$ cat src/sv/spo_weight_mem.sv
`timescale 1ns / 1ps
// -----------------------------------------------------------------------------
// spo_weight_mem
// Connection weight store: one write port, one registered read port. A per
// entry valid bit makes never-written entries read as zero after reset.
// -----------------------------------------------------------------------------
module spo_weight_mem #(
	parameter int unsigned DEPTH = 8,
	parameter int unsigned AW    = 3
) (
	input  logic                clk,
	input  logic                arst_n,
	input  logic                wr_en,
	input  logic [AW-1:0]       wr_addr,
	input  logic signed [15:0]  wr_data,
	input  logic                rd_en,
	input  logic [AW-1:0]       rd_addr,
	output logic signed [15:0]  rd_data
);

	logic signed [15:0] mem [DEPTH];
	logic [DEPTH-1:0]   vld_q;
	logic signed [15:0] rdata_q;
	logic               rvld_q;

	always_ff @(posedge clk or negedge arst_n) begin
		if (!arst_n) begin
			vld_q  <= '0;
			rvld_q <= 1'b0;
		end else begin
			if (wr_en)
				vld_q[wr_addr] <= 1'b1;
			if (rd_en)
				rvld_q <= vld_q[rd_addr];
		end
	end

	always_ff @(posedge clk) begin
		if (wr_en)
			mem[wr_addr] <= wr_data;
		if (rd_en)
			rdata_q <= mem[rd_addr];
	end

	assign rd_data = rvld_q ? rdata_q : 16'sd0;

endmodule
$ cat config.mk
export PLATFORM = sky130hd
export DESIGN_NAME = spo_weight_mem
export DESIGN_NICKNAME = d
export VERILOG_FILES = /design/src/sv/spo_weight_mem.sv
export SDC_FILE = /design/constraint.sdc
export NUM_CORES = 1
export LEC_CHECK = 0
export BUFFER_PORTS_ARGS = -buffer_cell sky130_fd_sc_hd__buf_2
export CORE_ASPECT_RATIO = 1.1
export CORE_MARGIN = 2
export CORE_UTILIZATION = 40
export CTS_BUF_LIST = sky130_fd_sc_hd__clkbuf_8
export DETAILED_ROUTE_END_ITERATION = 8
export GPL_ROUTABILITY_DRIVEN = 0
export SETUP_SLACK_MARGIN = 0.15
export SYNTH_ARGS = -nofsm -noshare
export SYNTH_HDL_FRONTEND = slang
export SYNTH_SLANG_ARGS = --single-unit
$ cat constraint.sdc
create_clock -name clk -period 1.3 [get_ports clk]
set_input_delay 0 -clock clk [delete_from_list [all_inputs] [get_ports clk]]
set_output_delay 0 -clock clk [all_outputs]
set_load 0.005 [all_outputs]
==> out/metrics.sh <==
RUN_STATUS='finished with violations'
VIOLATIONS='negative setup slack'
FINALHOLDVIOLCOUNT=0
FILL_CELLS=1194
SYNTHMUXAREASHARE_PCT=18.3
MULTIINPUTGATEAREA_UM2=1300
DESIGN.DIE.AREA_UM2=15900
RSZ0062_AT_GRT='yes'
PWR-SHARE-SEQ_PCT=55.1
CLK_PIN_SLEW_WORST_PATHS_NS=0.08
SYNTH-SEQ-CELLS=153
POWER_SWITCHING_W=0.00205
DP_SLACK_NS=-0.118
FINAL_LAYOUT_SIZE_SUFFIX_GT1_SHARE_PCT=46.8
POWER.CLOCK.FRACTION_PCT=36.3
SYNTH-COMPOUND-AREA-SHARE_PCT=0
GRT_BUSIEST_LAYER='met2'
LARGEST_CLOCK_SKEW_IN_THE_FINAL_DESIGN_NS=0.00766
POST_DRT_VIA_CELL_RATIO=4.96
GLOBALROUTEMET2UTIL_PCT=23.2
ROUTE.VIAS.TOTAL=2714
FINAL-SETUP-VIOL-COUNT=16
SUM_OF_NET_HALF_PERIMETERS_AFTER_DETAILED_PLACEMENT_UM=5870
FIRST_GLOBAL_VIAS=2860
CRIT_PATH_TIME_FINAL_NS=1.36
FIRSTDRTPASSITERS=4
GRT.MET1_USAGE_PCT=18.3
LARGEST_FAMILY_OF_LOGIC_CELLS_BY_SYNTHESIZED_AREA='multiplexers'
POWER.IR.VDD_WORST_uV=606
PIN_COUNT_OF_THE_BIGGEST_NET_ENTERING_GLOBAL_ROUTING=19
LAYOUT.NETS=368
POST_PLACEMENT_CELL_COUNT=495
SYNTH.NET_COUNT=282
ANT_NETS=0
INTPOWER_W=0.00818
WORST_SETUP_PATH_END_KIND='flip-flop'
SYN_TO_FINAL_GROWTH_PCT=22.9
CTS-BUFFERS-INSERTED=17
HOLD_PATH.CLASS='input pin to flip-flop'
SYNTH_TOP_CELL_AREA_SHARE_PCT=72.7
GRT_USE_TOTAL_PCT=14.3
PLACEABLECOREAREA_UM2=14500
SYNTH_AREA_UM2=5940
SYNTH_SEQUENTIAL_AREA_RATIO_PCT=76.5
CRITICAL_PATH_DATA_ARRIVAL_TIME_NS=1.56
LAYOUT.AREA.SEQ_UM2=4550
DRV.MAX_CAP_VIOLATION_COUNT=0
SYNTH_ADDER_AREA_SHARE_PCT=0
PORT-BUFFER-COUNT=41
TRITONCTS_NUM_SINKS=153
POWER_LEAKAGE_nW=2.52
CORE.ROWCOUNT=46
FINAL.PERIOD_UTILIZATION_PCT=105
TIMING.SETUP.CRITICAL_PATH_CLASS='flip-flop to flip-flop'
CRIT_PATH_MAX_FANOUT=1
DIE_X_UM=120
WIRELENGTH_UM=10400
FINAL-INSTANCE-COUNT-EXCL-FILL=547
SYNTHDOMINANTAREACELLTYPE='sky130_fd_sc_hd__edfxtp_1'
ANTENNADIODECOUNT=0
DIE_HEIGHT_UM=132
YS.WARNINGS.COUNT=0
CRITPATHLAUNCHTYPE='flip-flop'
POWER.SHARE.SWITCHING_PCT=20.1
FIN_SETUP_TNS_NS=-0.759
UTILIZATION_PCT=50.4
CLOCK_LATENCY_NS=0.44
GRT_ANTENNA_BEFORE_REPAIR=0
ROUTED_WIRE_LENGTH_PER_INSTANCE_UM=19.0
FINALMAXSLEWVIOLATIONS=0
CRIT_REQUIRED_NS=1.49
SHARE_COMB_OF_TOTAL_POWER_PCT=8.6
IOS=42
POSTSYNTHCELLCOUNT=256
POST_SYNTH_MAIN_AREA_CONTRIBUTORS='sky130_fd_sc_hd__edfxtp_1, sky130_fd_sc_hd__mux4_1, sky130_fd_sc_hd__dfrtp_1, sky130_fd_sc_hd__mux2_2, sky130_fd_sc_hd__and2_1'
FMAXACHIEVABLE_MHz=733
POST-ROUTE-WORST-SETUP-SLACK_NS=-0.0635
GLOBAL_ROUTE_WIRE_LENGTH_BEFORE_REPAIR_UM=16400
CLOCKROOTBUFFER='sky130_fd_sc_hd__clkbuf_8'
GLOBAL_ROUTE.USAGE.MET3_PCT=3.98
P_TOTAL_W=0.0102
WORST_MARGIN_PIN_SLEW_NS=0.540
GLOBAL_ROUTE.OVERFLOW_TOTAL=0
SYNTH.AVG_CELL_AREA_UM2=23.2
FIRST_ITER_VIOLATIONS=201
SYNTHXORXNORAREAFRAC_PCT=0
DRC_ERRORS=0
PWR_DENSITY_CELL_nW_PER_UM2=1400
SYNTH-SIMPLE-AREA-SHARE_PCT=3.52
FLOORPLAN.INITIALDENSITY_PCT=41.0
TRITONCTS='built'
CTS_MAX_PATH_BUFFERS=2
TIMING.SLEW.HEADROOM_PCT=64.0
SYNTH.DISTINCT_CELLS=18
H-TREE-DEPTH=4
==> metrics by stage <==
step,area [µm²],hold slack (ns)
after floorplan,5870,-0.296
after global placement,6490,-0.143
after detailed placement,6490,-0.135
after CTS,7230,0.0538
after global routing,7310,0.0649
final,7310,0.0706
==> timing repair <==
item	4_1_cts	5_1_grt
pin swaps	0	0
setup endpoints to repair	32	33
endpoints found under the hold margin	137	0
gates resized for setup	34	16
setup buffers	0	1
hold buffers	18	0
gates cloned	1	0
==> Yosys cell counts <==
cell                       instances
sky130_fd_sc_hd__nand2b_1          3
sky130_fd_sc_hd__inv_1             1
sky130_fd_sc_hd__and2_1           16
sky130_fd_sc_hd__or2_2             8
sky130_fd_sc_hd__mux4_1           31
sky130_fd_sc_hd__buf_12            2
sky130_fd_sc_hd__edfxtp_1        144
sky130_fd_sc_hd__nor2_1            6
sky130_fd_sc_hd__clkbuf_1          6
sky130_fd_sc_hd__buf_6             1
sky130_fd_sc_hd__nor3_1            2
sky130_fd_sc_hd__mux2_2           16
sky130_fd_sc_hd__mux2i_1           5
sky130_fd_sc_hd__buf_8             1
sky130_fd_sc_hd__dfrtp_1           9
sky130_fd_sc_hd__nand2_1           2
sky130_fd_sc_hd__buf_1             1
sky130_fd_sc_hd__mux4_2            2
==> sequential cells by signal (all words and copies together) (netlist names) <==
signal and cells:
vld_q 8, rvld_q 1, mem 128, rdata_q 16
==> metal layers <==
metal,wire (µm),up-vias
li1,-,1211
met1,4620,1446
met2,5370,45
met3,260,12
met4,156,0
met5,0,-
==> worst max-delay path, cell delays in order, from the launching register on <==
cell and delay, ns:
sky130_fd_sc_hd__edfxtp_1 0.37, sky130_fd_sc_hd__mux4_2 0.48, sky130_fd_sc_hd__mux2_2 0.27
==> layout make-up <==
type / instances / area share [%]
sequential: 153 / 62.3
multi-input combinational: 91 / 17.8
timing repair buffer: 78 / 10.9
tap: 192 / 3.29
clock buffer: 17 / 3.20
clock inverter: 15 / 2.52
inverter: 1 / 0.0514
==> power groups by stage <==
stage | Combinational, W | Clock, W | Sequential, W
6_report | 0.000876 | 0.00372 | 0.00564
5_1_grt | 0.000944 | 0.00402 | 0.00566
4_1_cts | 0.000830 | 0.00382 | 0.00564
3_5_place_dp | 0.000682 | 0 | 0.00575
3_3_place_gp | 0.000668 | 0 | 0.00574
2_1_floorplan | 0.000385 | 0 | 0.00573
==> path summary, 6_finish.rpt <==
| path | startpoint | to | slack (ns) | cells past startpoint |
|---|---|---|---|---|
| max in group asynchronous | arst_n | rvld_q$_DFFE_PN0P_ | 0.39 | 3 |
| min | rd_en | rvld_q$_DFFE_PN0P_ | 0.07 | 2 |
| min in group asynchronous | arst_n | vld_q[3]$_DFFE_PN0P_ | 0.59 | 3 |
| max reg2reg | mem[3][13]$_DFFE_PP_ | rdata_q[13]$_DFFE_PP_ | -0.06 | 2 |
| min reg2reg | vld_q[7]$_DFFE_PN0P_ | vld_q[7]$_DFFE_PN0P_ | 0.47 | 1 |
| max | mem[3][13]$_DFFE_PP_ | rdata_q[13]$_DFFE_PP_ | -0.06 | 2 |
==> logic make-up (layout without fill, tap and decap cells) <==
| kind of cell | Yosys count | in the layout |
|---|---|---|
| flip-flops | 153 | 153 |
| multiplexers | 54 | 54 |
| buffers and inverters | 12 | 111 |
| AND/OR/NAND/NOR | 37 | 37 |
==> cell usage in the layout (no fill, tap or decap) <==
master	Yosys	layout
sky130_fd_sc_hd__and2_1	16	1
sky130_fd_sc_hd__and2_4	0	15
sky130_fd_sc_hd__buf_12	2	13
sky130_fd_sc_hd__buf_2	0	26
sky130_fd_sc_hd__buf_4	0	3
sky130_fd_sc_hd__buf_6	1	18
sky130_fd_sc_hd__bufinv_16	0	4
sky130_fd_sc_hd__clkbuf_8	0	17
sky130_fd_sc_hd__clkinv_1	0	1
sky130_fd_sc_hd__clkinv_2	0	4
sky130_fd_sc_hd__clkinv_4	0	1
sky130_fd_sc_hd__clkinvlp_4	0	2
sky130_fd_sc_hd__dfrtp_1	9	8
sky130_fd_sc_hd__dfrtp_2	0	1
sky130_fd_sc_hd__dlygate4sd3_1	0	18
sky130_fd_sc_hd__edfxtp_1	144	144
sky130_fd_sc_hd__inv_1	1	3
sky130_fd_sc_hd__inv_6	0	1
sky130_fd_sc_hd__mux2_2	16	1
sky130_fd_sc_hd__mux2_4	0	15
sky130_fd_sc_hd__mux2i_1	5	5
sky130_fd_sc_hd__mux4_2	2	33
sky130_fd_sc_hd__nand2_1	2	2
sky130_fd_sc_hd__nand2b_1	3	3
sky130_fd_sc_hd__nor2_1	6	4
sky130_fd_sc_hd__nor2_2	0	2
sky130_fd_sc_hd__nor3_2	0	1
sky130_fd_sc_hd__nor3_4	0	1
sky130_fd_sc_hd__or2_2	8	8
(Power assumes the default switching activity.)
